$ cat src/sv/bsrl_pkg.sv
// shared types and constants of the bounded sorted record list
package bsrl_pkg;

  localparam int CAPACITY_DEF = 64;
  localparam int WORD_W       = 32;
  localparam int POS_W        = 7;
  localparam int ENT_W        = 7;
  localparam int ACT_W        = 3;

  typedef enum logic [ACT_W-1:0] {
    ACT_INS_END    = 3'd0,
    ACT_INS_FRONT  = 3'd1,
    ACT_INS_SORTED = 3'd2,
    ACT_READ_POS   = 3'd3,
    ACT_FIND_KEY   = 3'd4,
    ACT_REM_END    = 3'd5,
    ACT_REM_FRONT  = 3'd6,
    ACT_REM_KEY    = 3'd7
  } action_e;

  typedef struct packed {
    logic signed [WORD_W-1:0] key;
    logic [WORD_W-1:0]        word_one;
    logic [WORD_W-1:0]        word_two;
    logic [WORD_W-1:0]        word_three;
  } rec_t;

endpackage

$ cat src/sv/bsrl_if.sv
// request and response channel interfaces of the record list
interface bsrl_req_if;
  logic               valid;
  logic               ready;
  logic [2:0]         action;
  logic signed [31:0] key;
  logic [31:0]        word_one;
  logic [31:0]        word_two;
  logic [31:0]        word_three;
  logic [6:0]         position;

  modport source (output valid, action, key, word_one, word_two, word_three, position,
                  input ready);
  modport sink   (input valid, action, key, word_one, word_two, word_three, position,
                  output ready);
endinterface

interface bsrl_rsp_if;
  logic               valid;
  logic               ready;
  logic               ok;
  logic signed [31:0] out_key;
  logic [31:0]        out_word_one;
  logic [31:0]        out_word_two;
  logic [31:0]        out_word_three;
  logic [6:0]         entries;
  logic               is_full;
  logic               is_empty;

  modport source (output valid, ok, out_key, out_word_one, out_word_two, out_word_three,
                  entries, is_full, is_empty, input ready);
  modport sink   (input valid, ok, out_key, out_word_one, out_word_two, out_word_three,
                  entries, is_full, is_empty, output ready);
endinterface

$ cat src/sv/bsrl_ctrl.sv
// sequencer: scans and shifts records through the memory, holds the result register
module bsrl_ctrl #(
  parameter int CAPACITY = 64,
  parameter int CNT_W    = 7,
  parameter int IDX_W    = 6
) (
  input  logic             clk_i,
  input  logic             rst_ni,
  bsrl_req_if.sink         req,
  bsrl_rsp_if.source       rsp,
  output logic             mem_we_o,
  output logic [IDX_W-1:0] mem_waddr_o,
  output bsrl_pkg::rec_t   mem_wdata_o,
  output logic             mem_re_o,
  output logic [IDX_W-1:0] mem_raddr_o,
  input  bsrl_pkg::rec_t   mem_rdata_i
);
  import bsrl_pkg::*;

  localparam int CMP_W = (CNT_W > POS_W) ? CNT_W : POS_W;
  localparam logic [CNT_W-1:0] CAP_C = CNT_W'(CAPACITY);
  localparam logic [CNT_W-1:0] ONE_C = CNT_W'(1);

  typedef enum logic [2:0] {
    S_IDLE, S_START, S_SCAN, S_SHUP, S_PUT, S_SHDN, S_RDW, S_FIN
  } state_e;

  state_e            state_q, state_d;
  action_e           act_q, act_d;
  rec_t              nrec_q, nrec_d;
  logic [POS_W-1:0]  pos_q, pos_d;
  logic [CNT_W-1:0]  cnt_q, cnt_d;
  logic [CNT_W-1:0]  tgt_q, tgt_d;
  logic [CNT_W-1:0]  ia_q, ia_d;
  logic [CNT_W-1:0]  ridx_q, ridx_d;
  logic              iss_q, iss_d;
  logic              rv_q, rv_d;
  logic              ok_q, ok_d;
  rec_t              shown_q, shown_d;
  logic              ov_q, ov_d;
  logic              out_ok_q, out_ok_d;
  rec_t              out_rec_q, out_rec_d;
  logic [CNT_W-1:0]  out_cnt_q, out_cnt_d;

  logic [CNT_W-1:0]  cnt_m1, ia_p1, ia_m1, ridx_p1, ridx_m1;
  logic [CMP_W-1:0]  pos_w, cnt_w, pos_m1;
  logic              is_full, is_empty, pos_ok, hit, last;

  function automatic logic [IDX_W-1:0] to_idx(input logic [CNT_W-1:0] v);
    return v[IDX_W-1:0];
  endfunction

  assign cnt_m1   = cnt_q - ONE_C;
  assign ia_p1    = ia_q + ONE_C;
  assign ia_m1    = ia_q - ONE_C;
  assign ridx_p1  = ridx_q + ONE_C;
  assign ridx_m1  = ridx_q - ONE_C;
  assign is_full  = (cnt_q == CAP_C);
  assign is_empty = (cnt_q == '0);
  assign pos_w    = CMP_W'(pos_q);
  assign cnt_w    = CMP_W'(cnt_q);
  assign pos_m1   = pos_w - CMP_W'(1);
  assign pos_ok   = (pos_w != '0) && (pos_w <= cnt_w);
  assign last     = (ridx_q == cnt_m1);

  // sorted insert stops at the first key not smaller, the others at an equal key
  always_comb begin
    if (act_q == ACT_INS_SORTED) begin
      hit = ($signed(mem_rdata_i.key) >= $signed(nrec_q.key));
    end else begin
      hit = (mem_rdata_i.key == nrec_q.key);
    end
  end

  always_comb begin
    state_d   = state_q;
    act_d     = act_q;
    nrec_d    = nrec_q;
    pos_d     = pos_q;
    cnt_d     = cnt_q;
    tgt_d     = tgt_q;
    ia_d      = ia_q;
    ridx_d    = ridx_q;
    iss_d     = iss_q;
    rv_d      = rv_q;
    ok_d      = ok_q;
    shown_d   = shown_q;
    ov_d      = ov_q;
    out_ok_d  = out_ok_q;
    out_rec_d = out_rec_q;
    out_cnt_d = out_cnt_q;

    mem_we_o    = 1'b0;
    mem_waddr_o = '0;
    mem_wdata_o = nrec_q;
    mem_re_o    = 1'b0;
    mem_raddr_o = '0;

    if (ov_q && rsp.ready) begin
      ov_d = 1'b0;
    end

    unique case (state_q)
      S_IDLE: begin
        if (req.valid) begin
          act_d              = action_e'(req.action);
          nrec_d.key         = req.key;
          nrec_d.word_one    = req.word_one;
          nrec_d.word_two    = req.word_two;
          nrec_d.word_three  = req.word_three;
          pos_d              = req.position;
          state_d            = S_START;
        end
      end

      S_START: begin
        ok_d    = 1'b0;
        shown_d = '0;
        iss_d   = 1'b0;
        rv_d    = 1'b0;
        state_d = S_FIN;
        unique case (act_q)
          ACT_INS_END: begin
            if (!is_full) begin
              tgt_d   = cnt_q;
              state_d = S_PUT;
            end
          end
          ACT_INS_FRONT: begin
            if (!is_full) begin
              tgt_d = '0;
              if (is_empty) begin
                state_d = S_PUT;
              end else begin
                ia_d    = cnt_m1;
                iss_d   = 1'b1;
                state_d = S_SHUP;
              end
            end
          end
          ACT_INS_SORTED: begin
            if (!is_full) begin
              if (is_empty) begin
                tgt_d   = '0;
                state_d = S_PUT;
              end else begin
                ia_d    = '0;
                iss_d   = 1'b1;
                state_d = S_SCAN;
              end
            end
          end
          ACT_READ_POS: begin
            if (pos_ok) begin
              mem_re_o    = 1'b1;
              mem_raddr_o = pos_m1[IDX_W-1:0];
              state_d     = S_RDW;
            end
          end
          ACT_FIND_KEY, ACT_REM_KEY: begin
            if (!is_empty) begin
              ia_d    = '0;
              iss_d   = 1'b1;
              state_d = S_SCAN;
            end
          end
          ACT_REM_END: begin
            if (!is_empty) begin
              cnt_d = cnt_m1;
              ok_d  = 1'b1;
            end
          end
          ACT_REM_FRONT: begin
            if (!is_empty) begin
              if (cnt_q == ONE_C) begin
                cnt_d = '0;
                ok_d  = 1'b1;
              end else begin
                tgt_d   = '0;
                ia_d    = ONE_C;
                iss_d   = 1'b1;
                state_d = S_SHDN;
              end
            end
          end
          default: state_d = S_FIN;
        endcase
      end

      S_SCAN: begin
        // reads run one ahead of the compare
        rv_d = iss_q;
        if (iss_q) begin
          mem_re_o    = 1'b1;
          mem_raddr_o = to_idx(ia_q);
          ridx_d      = ia_q;
          if (ia_q == cnt_m1) begin
            iss_d = 1'b0;
          end else begin
            ia_d = ia_p1;
          end
        end
        if (rv_q && (hit || last)) begin
          iss_d   = 1'b0;
          rv_d    = 1'b0;
          state_d = S_FIN;
          case (act_q)
            ACT_INS_SORTED: begin
              if (hit) begin
                tgt_d   = ridx_q;
                ia_d    = cnt_m1;
                iss_d   = 1'b1;
                state_d = S_SHUP;
              end else begin
                tgt_d   = cnt_q;
                state_d = S_PUT;
              end
            end
            ACT_FIND_KEY: begin
              if (hit) begin
                ok_d    = 1'b1;
                shown_d = mem_rdata_i;
              end
            end
            ACT_REM_KEY: begin
              if (hit) begin
                if (last) begin
                  cnt_d = cnt_m1;
                  ok_d  = 1'b1;
                end else begin
                  tgt_d   = ridx_q;
                  ia_d    = ridx_p1;
                  iss_d   = 1'b1;
                  state_d = S_SHDN;
                end
              end
            end
            default: state_d = S_FIN;
          endcase
        end
      end

      S_SHUP: begin
        // read k-1, write k, walking down; the write trails the read by two entries
        rv_d = iss_q;
        if (iss_q) begin
          mem_re_o    = 1'b1;
          mem_raddr_o = to_idx(ia_q);
          ridx_d      = ia_q;
          if (ia_q == tgt_q) begin
            iss_d = 1'b0;
          end else begin
            ia_d = ia_m1;
          end
        end
        if (rv_q) begin
          mem_we_o    = 1'b1;
          mem_waddr_o = to_idx(ridx_p1);
          mem_wdata_o = mem_rdata_i;
          if (ridx_q == tgt_q) begin
            state_d = S_PUT;
          end
        end
      end

      S_PUT: begin
        mem_we_o    = 1'b1;
        mem_waddr_o = to_idx(tgt_q);
        mem_wdata_o = nrec_q;
        cnt_d       = cnt_q + ONE_C;
        ok_d        = 1'b1;
        state_d     = S_FIN;
      end

      S_SHDN: begin
        // read k+1, write k, walking up
        rv_d = iss_q;
        if (iss_q) begin
          mem_re_o    = 1'b1;
          mem_raddr_o = to_idx(ia_q);
          ridx_d      = ia_q;
          if (ia_q == cnt_m1) begin
            iss_d = 1'b0;
          end else begin
            ia_d = ia_p1;
          end
        end
        if (rv_q) begin
          mem_we_o    = 1'b1;
          mem_waddr_o = to_idx(ridx_m1);
          mem_wdata_o = mem_rdata_i;
          if (last) begin
            cnt_d   = cnt_m1;
            ok_d    = 1'b1;
            rv_d    = 1'b0;
            state_d = S_FIN;
          end
        end
      end

      S_RDW: begin
        ok_d    = 1'b1;
        shown_d = mem_rdata_i;
        state_d = S_FIN;
      end

      S_FIN: begin
        if (!ov_q || rsp.ready) begin
          ov_d      = 1'b1;
          out_ok_d  = ok_q;
          out_rec_d = shown_q;
          out_cnt_d = cnt_q;
          state_d   = S_IDLE;
        end
      end

      default: state_d = S_IDLE;
    endcase
  end

  always_ff @(posedge clk_i or negedge rst_ni) begin
    if (!rst_ni) begin
      state_q   <= S_IDLE;
      act_q     <= ACT_INS_END;
      nrec_q    <= '0;
      pos_q     <= '0;
      cnt_q     <= '0;
      tgt_q     <= '0;
      ia_q      <= '0;
      ridx_q    <= '0;
      iss_q     <= 1'b0;
      rv_q      <= 1'b0;
      ok_q      <= 1'b0;
      shown_q   <= '0;
      ov_q      <= 1'b0;
      out_ok_q  <= 1'b0;
      out_rec_q <= '0;
      out_cnt_q <= '0;
    end else begin
      state_q   <= state_d;
      act_q     <= act_d;
      nrec_q    <= nrec_d;
      pos_q     <= pos_d;
      cnt_q     <= cnt_d;
      tgt_q     <= tgt_d;
      ia_q      <= ia_d;
      ridx_q    <= ridx_d;
      iss_q     <= iss_d;
      rv_q      <= rv_d;
      ok_q      <= ok_d;
      shown_q   <= shown_d;
      ov_q      <= ov_d;
      out_ok_q  <= out_ok_d;
      out_rec_q <= out_rec_d;
      out_cnt_q <= out_cnt_d;
    end
  end

  assign req.ready          = (state_q == S_IDLE);
  assign rsp.valid          = ov_q;
  assign rsp.ok             = out_ok_q;
  assign rsp.out_key        = out_rec_q.key;
  assign rsp.out_word_one   = out_rec_q.word_one;
  assign rsp.out_word_two   = out_rec_q.word_two;
  assign rsp.out_word_three = out_rec_q.word_three;
  assign rsp.entries        = ENT_W'(out_cnt_q);
  assign rsp.is_full        = (out_cnt_q == CAP_C);
  assign rsp.is_empty       = (out_cnt_q == '0);

`ifndef ASSERT_OFF
  a_cnt_bound: assert property (@(posedge clk_i) disable iff (!rst_ni)
    cnt_q <= CAP_C)
    else $error("record count above capacity");

  a_cnt_step: assert property (@(posedge clk_i) disable iff (!rst_ni)
    (cnt_q != $past(cnt_q)) |->
      (cnt_q == $past(cnt_q) + ONE_C || $past(cnt_q) == cnt_q + ONE_C))
    else $error("record count moved by more than one");

  a_waddr_range: assert property (@(posedge clk_i) disable iff (!rst_ni)
    mem_we_o |-> (CNT_W'(mem_waddr_o) < CAP_C))
    else $error("memory write beyond capacity");

  a_rw_apart: assert property (@(posedge clk_i) disable iff (!rst_ni)
    (mem_we_o && mem_re_o) |-> (mem_waddr_o != mem_raddr_o))
    else $error("read and write of the same entry in one cycle");
`endif

endmodule

$ cat src/flat_wrapper.sv
// flat-port wrapper written by rule: the top's interface ports become plain ports
module bsrl_ctrl_flat import bsrl_pkg::*;
#(
  parameter int CAPACITY = 64,
  parameter int CNT_W    = 7,
  parameter int IDX_W    = 6
)
  (clk_i, rst_ni, mem_we_o, mem_waddr_o, mem_wdata_o, mem_re_o, mem_raddr_o, mem_rdata_i, req_valid, req_action, req_key, req_word_one, req_word_two, req_word_three, req_position, req_ready, rsp_valid, rsp_ok, rsp_out_key, rsp_out_word_one, rsp_out_word_two, rsp_out_word_three, rsp_entries, rsp_is_full, rsp_is_empty, rsp_ready);
  bsrl_req_if req_i ();
  bsrl_rsp_if rsp_i ();
  input  logic clk_i;
  input  logic rst_ni;
  output logic mem_we_o;
  output logic [IDX_W-1:0] mem_waddr_o;
  output bsrl_pkg::rec_t mem_wdata_o;
  output logic mem_re_o;
  output logic [IDX_W-1:0] mem_raddr_o;
  input  bsrl_pkg::rec_t mem_rdata_i;
  input wire logic [$bits(req_i.valid)-1:0] req_valid;
  input wire logic [$bits(req_i.action)-1:0] req_action;
  input wire logic [$bits(req_i.key)-1:0] req_key;
  input wire logic [$bits(req_i.word_one)-1:0] req_word_one;
  input wire logic [$bits(req_i.word_two)-1:0] req_word_two;
  input wire logic [$bits(req_i.word_three)-1:0] req_word_three;
  input wire logic [$bits(req_i.position)-1:0] req_position;
  output wire logic [$bits(req_i.ready)-1:0] req_ready;
  output wire logic [$bits(rsp_i.valid)-1:0] rsp_valid;
  output wire logic [$bits(rsp_i.ok)-1:0] rsp_ok;
  output wire logic [$bits(rsp_i.out_key)-1:0] rsp_out_key;
  output wire logic [$bits(rsp_i.out_word_one)-1:0] rsp_out_word_one;
  output wire logic [$bits(rsp_i.out_word_two)-1:0] rsp_out_word_two;
  output wire logic [$bits(rsp_i.out_word_three)-1:0] rsp_out_word_three;
  output wire logic [$bits(rsp_i.entries)-1:0] rsp_entries;
  output wire logic [$bits(rsp_i.is_full)-1:0] rsp_is_full;
  output wire logic [$bits(rsp_i.is_empty)-1:0] rsp_is_empty;
  input wire logic [$bits(rsp_i.ready)-1:0] rsp_ready;
  assign req_i.valid = req_valid;
  assign req_i.action = req_action;
  assign req_i.key = req_key;
  assign req_i.word_one = req_word_one;
  assign req_i.word_two = req_word_two;
  assign req_i.word_three = req_word_three;
  assign req_i.position = req_position;
  assign req_ready = req_i.ready;
  assign rsp_valid = rsp_i.valid;
  assign rsp_ok = rsp_i.ok;
  assign rsp_out_key = rsp_i.out_key;
  assign rsp_out_word_one = rsp_i.out_word_one;
  assign rsp_out_word_two = rsp_i.out_word_two;
  assign rsp_out_word_three = rsp_i.out_word_three;
  assign rsp_entries = rsp_i.entries;
  assign rsp_is_full = rsp_i.is_full;
  assign rsp_is_empty = rsp_i.is_empty;
  assign rsp_i.ready = rsp_ready;
  bsrl_ctrl #(.CAPACITY(CAPACITY), .CNT_W(CNT_W), .IDX_W(IDX_W)) u_core (.clk_i(clk_i), .rst_ni(rst_ni), .req(req_i), .rsp(rsp_i), .mem_we_o(mem_we_o), .mem_waddr_o(mem_waddr_o), .mem_wdata_o(mem_wdata_o), .mem_re_o(mem_re_o), .mem_raddr_o(mem_raddr_o), .mem_rdata_i(mem_rdata_i));
endmodule
$ cat config.mk
export PLATFORM = sky130hd
export DESIGN_NAME = bsrl_ctrl_flat
export DESIGN_NICKNAME = d
export VERILOG_FILES = /design/src/sv/bsrl_pkg.sv /design/src/sv/bsrl_if.sv /design/src/sv/bsrl_ctrl.sv /design/src/flat_wrapper.sv
export SDC_FILE = /design/constraint.sdc
export NUM_CORES = 1
export LEC_CHECK = 0
export BUFFER_PORTS_ARGS = -buffer_cell sky130_fd_sc_hd__buf_2
export CAP_MARGIN = 20
export CORE_AREA = 2 2 217 219
export CTS_BUF_LIST = sky130_fd_sc_hd__clkbuf_8
export CTS_CLUSTER_SIZE = 20
export DETAILED_ROUTE_END_ITERATION = 8
export DIE_AREA = 0 0 219 221
export PLACE_DENSITY_LB_ADDON = 0.15
export SETUP_SLACK_MARGIN = 0.4
export SLEW_MARGIN = 20
export SYNTH_ARGS = -nofsm -noshare
export SYNTH_HDL_FRONTEND = slang
export SYNTH_SLANG_ARGS = --single-unit
$ cat constraint.sdc
create_clock -name clk_i -period 6.2 [get_ports clk_i]
set_input_delay 0.62 -clock clk_i [delete_from_list [all_inputs] [get_ports clk_i]]
set_output_delay 0.62 -clock clk_i [all_outputs]
set_load 0.05 [all_outputs]
==> results of run 1 <==
## cells in the final DEF (no fill, tap or decap), drive strengths merged, types with 13 or more instances in the layout
cell / count
a21oi: 49
a31oi: 13
buf: 566
clkbuf: 97
dfrtp: 437
ha: 49
inv: 79
mux2: 345
nand2: 399
nand3: 27
nor2: 37
nor3: 26
o21ai: 237
xnor2: 24
xor2: 26
## flip-flops by register name, summed over array words and instances (netlist names)
| register | cells |
|---|---|
| u_core.act_q | 3 |
| u_core.cnt_q | 7 |
| u_core.ia_q | 7 |
| u_core.iss_q | 1 |
| u_core.nrec_q | 128 |
| u_core.ok_q | 1 |
| u_core.pos_q | 7 |
| u_core.ridx_q | 7 |
| u_core.rsp.entries | 7 |
| u_core.rsp.ok | 1 |
| u_core.rsp.out_key | 32 |
| u_core.rsp.out_word_one | 32 |
| u_core.rsp.out_word_three | 32 |
| u_core.rsp.out_word_two | 32 |
| u_core.rsp.valid | 1 |
| u_core.rv_q | 1 |
| u_core.shown_q | 128 |
| u_core.state_q | 3 |
| u_core.tgt_q | 7 |
## power groups by stage
stage	registers, mW	clock network (mW)	logic [mW]
floorplan	5.39	0	5.74
global placement	4.78	0	8.40
detailed placement	4.83	0	8.50
CTS	4.79	2.72	8.52
global route	4.95	2.86	9.11
finish	4.81	2.64	8.50
## repair_timing
action                    4_1_cts  5_1_grt
hold endpoints to repair       69        0
hold buffers                    1        0
gates resized for setup         0        0
buffers inserted                0        0
## cell families (layout without fill, tap and decap cells)
kind of cell	after synthesis	in the layout	synth area share, %
multiplexers	348	348	18.2
other	0	2	0
AO/OA/AOI/OAI	394	394	10.8
adder cells (fa/ha/maj)	49	49	2.85
XOR/XNOR	54	54	2.46
AND/OR/NAND/NOR	563	563	11.2
buffers and inverters	191	753	3.56
flip-flops	437	437	50.8
## layer usage
| metal | GRT usage, % | wire (um) | vias up |
|---|---|---|---|
| met2 | 44.4 | 31500 | 574 |
| met5 | 0 | 51 | - |
| met1 | 34.6 | 27100 | 8564 |
| li1 | - | - | 8106 |
| met3 | 6.72 | 4470 | 140 |
| met4 | 11.2 | 2420 | 8 |
## worst max-delay path, delay by kind of cell (launching register included)
kind | cells | cell delay (ps)
fa+ha+maj | 1 | 380
buf+inv | 2 | 570
simple gates | 3 | 670
flops | 1 | 670
compound gates | 3 | 790
## layout make-up
type                       instances  area (um^2)  share of cell area, %
inverter                          51          191                  0.730
tap                              607          759                   2.90
sequential                       437        10900                   41.7
clock inverter                    38          194                  0.740
multi-input combinational       1408         9830                   37.5
clock buffer                      97         1340                   5.09
timing repair buffer             567         2950                   11.3
antenna                            2         5.00                 0.0191
## worst paths after layout
kind                                          from                     endpoint  slack [ps]  cells past startpoint
min in group asynchronous                   rst_ni           u_core.nrec_q[106]         530                      2
worst max register to register  u_core.nrec_q[110]           u_core.shown_q[36]        2340                      9
worst min-delay path                    req_key[7]           u_core.nrec_q[103]         180                      3
max in group asynchronous                   rst_ni             u_core.nrec_q[5]        4220                      3
worst min register to register  u_core.shown_q[48]  u_core.rsp.out_word_two[16]         500                      1
worst max-delay path               u_core.cnt_q[6]               mem_raddr_o[5]        1860                      9
## metrics by stage
step	cell area [um^2]	hold WS (ps)
global placement	24700	484
CTS	26200	126
finish	26200	185
detailed placement	24700	490
global route	26200	156
floorplan	21500	324
==> flow_metrics.env, run 1 <==
export IMPL_ant_nets=0
export IMPL_die_x_um=219
export IMPL_cts_root_buffer="clkbuf_8"
export IMPL_place_gp_congestion=0.910
export IMPL_seq_power_share_pct=30.1
export IMPL_ys_ff_latch=437
export IMPL_die_y_um=221
export IMPL_drtPass1Iterations=5
export IMPL_synthCells=2036
export IMPL_async_flop_share_pct=100
export IMPL_worst_slack_ps=1860
export IMPL_ys_flop_type="dfrtp_1"
export IMPL_synth_commonest_cells="dfrtp_1 (437), nand2_1 (398), mux2_2 (345), o21ai_0 (235), clkbuf_1 (108)"
export IMPL_first_global_vias=17700
export IMPL_p_leak_nw=12.8
export IMPL_areaGrowthSynthToFinish_pct=21.9
export IMPL_cts_sinks=437
export IMPL_n_fill_cell=4150
export IMPL_fin_skew_ps=18.4
export IMPL_status="finished clean"
export IMPL_power_mw=15.9
export IMPL_grt_pass1_wl_mm=103
export IMPL_timing_hold_violations_final=0
export IMPL_clk_pin_slew_worst_paths_ps=60
export IMPL_wl_per_cell_um=20.5
export IMPL_hpwl_mm=46.8
export IMPL_final_cells=3207
export IMPL_hold_path_class="primary input to flip-flop"
export IMPL_slowest_delay_ps=670
export IMPL_crit_chain="inv_1 -> ha_1 -> nand2_1 -> or3_1 -> a32o_1 -> a31oi_1 -> nand2_1 -> o21ai_0 -> buf_2"
export IMPL_cap_violations=0
export IMPL_fmax_mhz=231
export IMPL_internal_power_mw=8.09
export IMPL_power_frac_clock_pct=16.5
export IMPL_peakVddDrop_mv=0.606
export IMPL_setup_tns_final_ps=0
export IMPL_critical_path_endpoint_type="output port"
export IMPL_arrival_ps=3720
export IMPL_synth_edf_count=0
export IMPL_wl_mm=65.6
export IMPL_period_share_pct=70.0
export IMPL_rows=79
export IMPL_slew_headroom_pct=20.6
export IMPL_layout_nets=2860
export IMPL_htree_levels=3
export IMPL_start_util_pct=46.7
export IMPL_syn_area_um2=21500
export IMPL_finalSetupViolCount=0
export IMPL_die_area_um2=48400
export IMPL_dp_cells=3069
export IMPL_yosysMostFrequentCell="dfrtp_1"
export IMPL_slew_violations=0
export IMPL_switching_share_pct=49.2
export IMPL_worst_setup_path_start_kind="flip-flop"
export IMPL_vias=17400
export IMPL_p_sw_mw=7.85
export IMPL_rsz0062_at_grt="false"
export IMPL_utilization_pct=56.9
export IMPL_antenna_found_initial=7
export IMPL_drive_above_1_share_pct=40.0
export IMPL_worstMarginPinSlew_ps=1190
export IMPL_cts_buffers=76
export IMPL_yosysTopAreaCellShare_pct=50.8
export IMPL_cts_tree="yes"
export IMPL_crit_type="flip-flop to output port"
export IMPL_grt_util_all_layers_pct=27.2
export IMPL_ys_types=74
export IMPL_cp_common_cell="nand2_1"
export IMPL_crit_required_ps=5580
export IMPL_syn_area_per_cell_um2=10.6
export IMPL_coreArea_um2=46100
export IMPL_critPathSlowestCell="dfrtp_1"
export IMPL_cp_max_fo=13
export IMPL_yosysWarnings=0
export IMPL_power_density_nw_per_um2=608
export IMPL_grt_max_degree=257
export IMPL_io_buffers=551
export IMPL_clk_path_buf_depth=3
export IMPL_worstSkewPairLatency_ps=640
export IMPL_min_period_ps=4340
export IMPL_pwr_share_comb_pct=53.3
export IMPL_pre_cts_ws_ps=2150
export IMPL_drcViolationCount=0
export IMPL_drt_initial_drc_count=1101
export IMPL_syn_nets=2355
export IMPL_ys_top_cells_by_area="dfrtp_1 (51%), mux2_2 (18%), nand2_1 (6.9%)"
export IMPL_grt_overflow=0
export IMPL_synth_largest_area_cell="dfrtp_1"
export IMPL_via_per_inst=5.42
export IMPL_ios=552
export IMPL_ys_seq_area_share_pct=50.8
Note: power is estimated with default switching activity, not from simulation.
==> inputs of run 2 (changes only) <==
clock period = 3.9 ns   (was 6.2 ns; I/O delays follow)
==> flow_metrics.env, run 2 (synthesis results as in run 1) <==
export IMPL_status="finished clean"
export IMPL_critical_path_endpoint_type="output port"
export IMPL_cts_sinks=437
export IMPL_crit_required_ps=3510
export IMPL_peakVddDrop_mv=0.572
export IMPL_slew_headroom_pct=30.6
export IMPL_first_global_vias=19700
export IMPL_min_period_ps=3370
export IMPL_fin_skew_ps=24.4
export IMPL_vias=19000
export IMPL_timing_hold_violations_final=0
export IMPL_finalSetupViolCount=0
export IMPL_worstMarginPinSlew_ps=1040
export IMPL_grt_overflow=0
export IMPL_drcViolationCount=0
export IMPL_worst_path_buf_inv=4
export IMPL_path_delay_family="buffers and inverters"
export IMPL_antenna_found_initial=6
export IMPL_clk_pin_slew_worst_paths_ps=50
export IMPL_multi_input_comb_area_um2=9900
export IMPL_hold_path_class="primary input to flip-flop"
export IMPL_io_buffers=551
export IMPL_hpwl_mm=49.1
export IMPL_via_per_inst=5.42
export IMPL_p_leak_nw=14.1
export IMPL_crit_type="flip-flop to output port"
export IMPL_wl_per_cell_um=20.7
export IMPL_grt_max_degree=172
export IMPL_coreArea_um2=46100
export IMPL_arrival_ps=2980
export IMPL_grt_pass1_wl_mm=112
export IMPL_clk_path_buf_depth=3
export IMPL_fmax_mhz=297
export IMPL_slew_violations=0
export IMPL_drtPass1Iterations=5
export IMPL_drt_initial_drc_count=1186
export IMPL_cts_root_buffer="clkbuf_8"
export IMPL_rows=79
export IMPL_die_area_um2=48400
export IMPL_dp_cells=3111
export IMPL_die_y_um=221
export IMPL_layout_nets=3160
export IMPL_layout_common_cells="buf_2 (544), dfrtp_1 (429), nand2_1 (395), mux2_2 (345), dlygate4sd3_1 (245)"
export IMPL_cts_buffers=76
export IMPL_place_gp_congestion=0.921
export IMPL_crit_chain="inv_1 -> nor2_2 -> o211ai_1 -> buf_4 -> bufbuf_16 -> mux2_2 -> buf_2"
export IMPL_drive_above_1_share_pct=38.5
export IMPL_areaGrowthSynthToFinish_pct=36.1
export IMPL_ios=552
export IMPL_largestRegisters="u_core.nrec_q x128, u_core.shown_q x128"
export IMPL_cp_max_fo=49
export IMPL_n_fill_cell=3722
export IMPL_grt_util_all_layers_pct=29.7
export IMPL_regArea_um2=10900
export IMPL_setup_tns_final_ps=0
export IMPL_cts_tree="yes"
export IMPL_period_share_pct=86.3
export IMPL_power_density_nw_per_um2=897
export IMPL_ant_nets=0
export IMPL_worst_setup_path_start_kind="flip-flop"
export IMPL_layout_commonest_cell="buf_2"
export IMPL_rsz0062_at_grt="true"
export IMPL_wl_mm=72.6
export IMPL_htree_levels=3
export IMPL_critPathSlowestCell="dfrtp_2"
export IMPL_die_x_um=219
export IMPL_slowest_delay_ps=530
export IMPL_cap_violations=0
export IMPL_start_util_pct=46.7
export IMPL_worstSkewPairLatency_ps=640
export IMPL_final_cells=3503
## run 2: cell types whose count changed in the layout (fill, tap and decap cells not counted), moves of 5 or more
| cell | delta |
|---|---|
| dfrtp_2 | +8 |
| buf_12 | +7 |
| dfrtp_1 | -8 |
| buf_4 | +51 |
| dlygate4sd3_1 | +244 |
| o21ai_1 | +5 |
| o21ai_0 | -8 |
| buf_2 | -6 |
| inv_1 | -7 |
## run 2: metrics by stage
step	instance area [um^2]	total power [mW]	hold WS (ps)	utilization [%]	setup slack (ps)
floorplan	21500	17.7	94.4	-	392
global placement	25100	21.3	484	54.4	274
detailed placement	25100	21.5	490	54.4	208
CTS	29200	26.1	3.73	63.3	412
global route	29300	27.7	30.2	63.5	394
finish	29300	26.3	47.4	63.5	533
## run 2: tightest hold or removal path, stage by stage
cell and delay, ps:
buf_2 130, nand2_1 60, o21ai_0 60
## run 2: repair_timing
item / CTS / global route
hold buffers: 245 / 0
buffers inserted: 6 / 7
pin swaps: 3 / 1
endpoints found under the setup margin: 109 / 170
gates cloned: 1 / 0
endpoints found under the hold margin: 344 / 0
gates resized for setup: 19 / 21
## run 2: layer usage
metal / GRT usage [%] / routed length [um] / share of wire (%) / vias to the layer above
li1: - / - / - / 8704
met1: 35.9 / 28600 / 39 / 9383
met2: 48.7 / 35400 / 49 / 719
met3: 7.41 / 4860 / 6.7 / 184
met4: 16.3 / 3740 / 5.1 / 2
met5: 0 / 10 / 0.014 / -
## run 2: area by class of cell
class / count / share of cell area [%]
repair buffers: 867 / 20.3
flip-flops and latches: 437 / 37.4
clock inverters: 28 / 0.440
inverters: 51 / 0.654
multi-input cells: 1408 / 33.8
diodes: 5 / 0.0428
clock buffers: 100 / 4.70
well taps: 607 / 2.60
## run 2: worst paths after layout
| kind | startpoint | endpoint | slack, ps | cells past startpoint |
|---|---|---|---|---|
| setup / recovery | u_core.state_q[1] | mem_wdata_o[72] | 530 | 7 |
| hold / removal | mem_rdata_i[95] | u_core.shown_q[95] | 50 | 3 |
| setup reg to reg | u_core.nrec_q[110] | u_core.tgt_q[5] | 590 | 10 |
| hold reg to reg | u_core.shown_q[73] | u_core.rsp.out_word_one[9] | 490 | 1 |
| max in group asynchronous | rst_ni | u_core.rsp.out_word_one[27] | 2420 | 3 |
| min in group asynchronous | rst_ni | u_core.nrec_q[98] | 460 | 2 |
## run 2: power breakdown
| part | switching (mW) | total (mW) | internal (mW) |
|---|---|---|---|
| logic | 9.72 | 14.6 | 4.85 |
| clock network | 1.88 | 4.15 | 2.28 |
| registers | 1.24 | 7.53 | 6.30 |
| total | 12.8 | 26.3 | 13.4 |
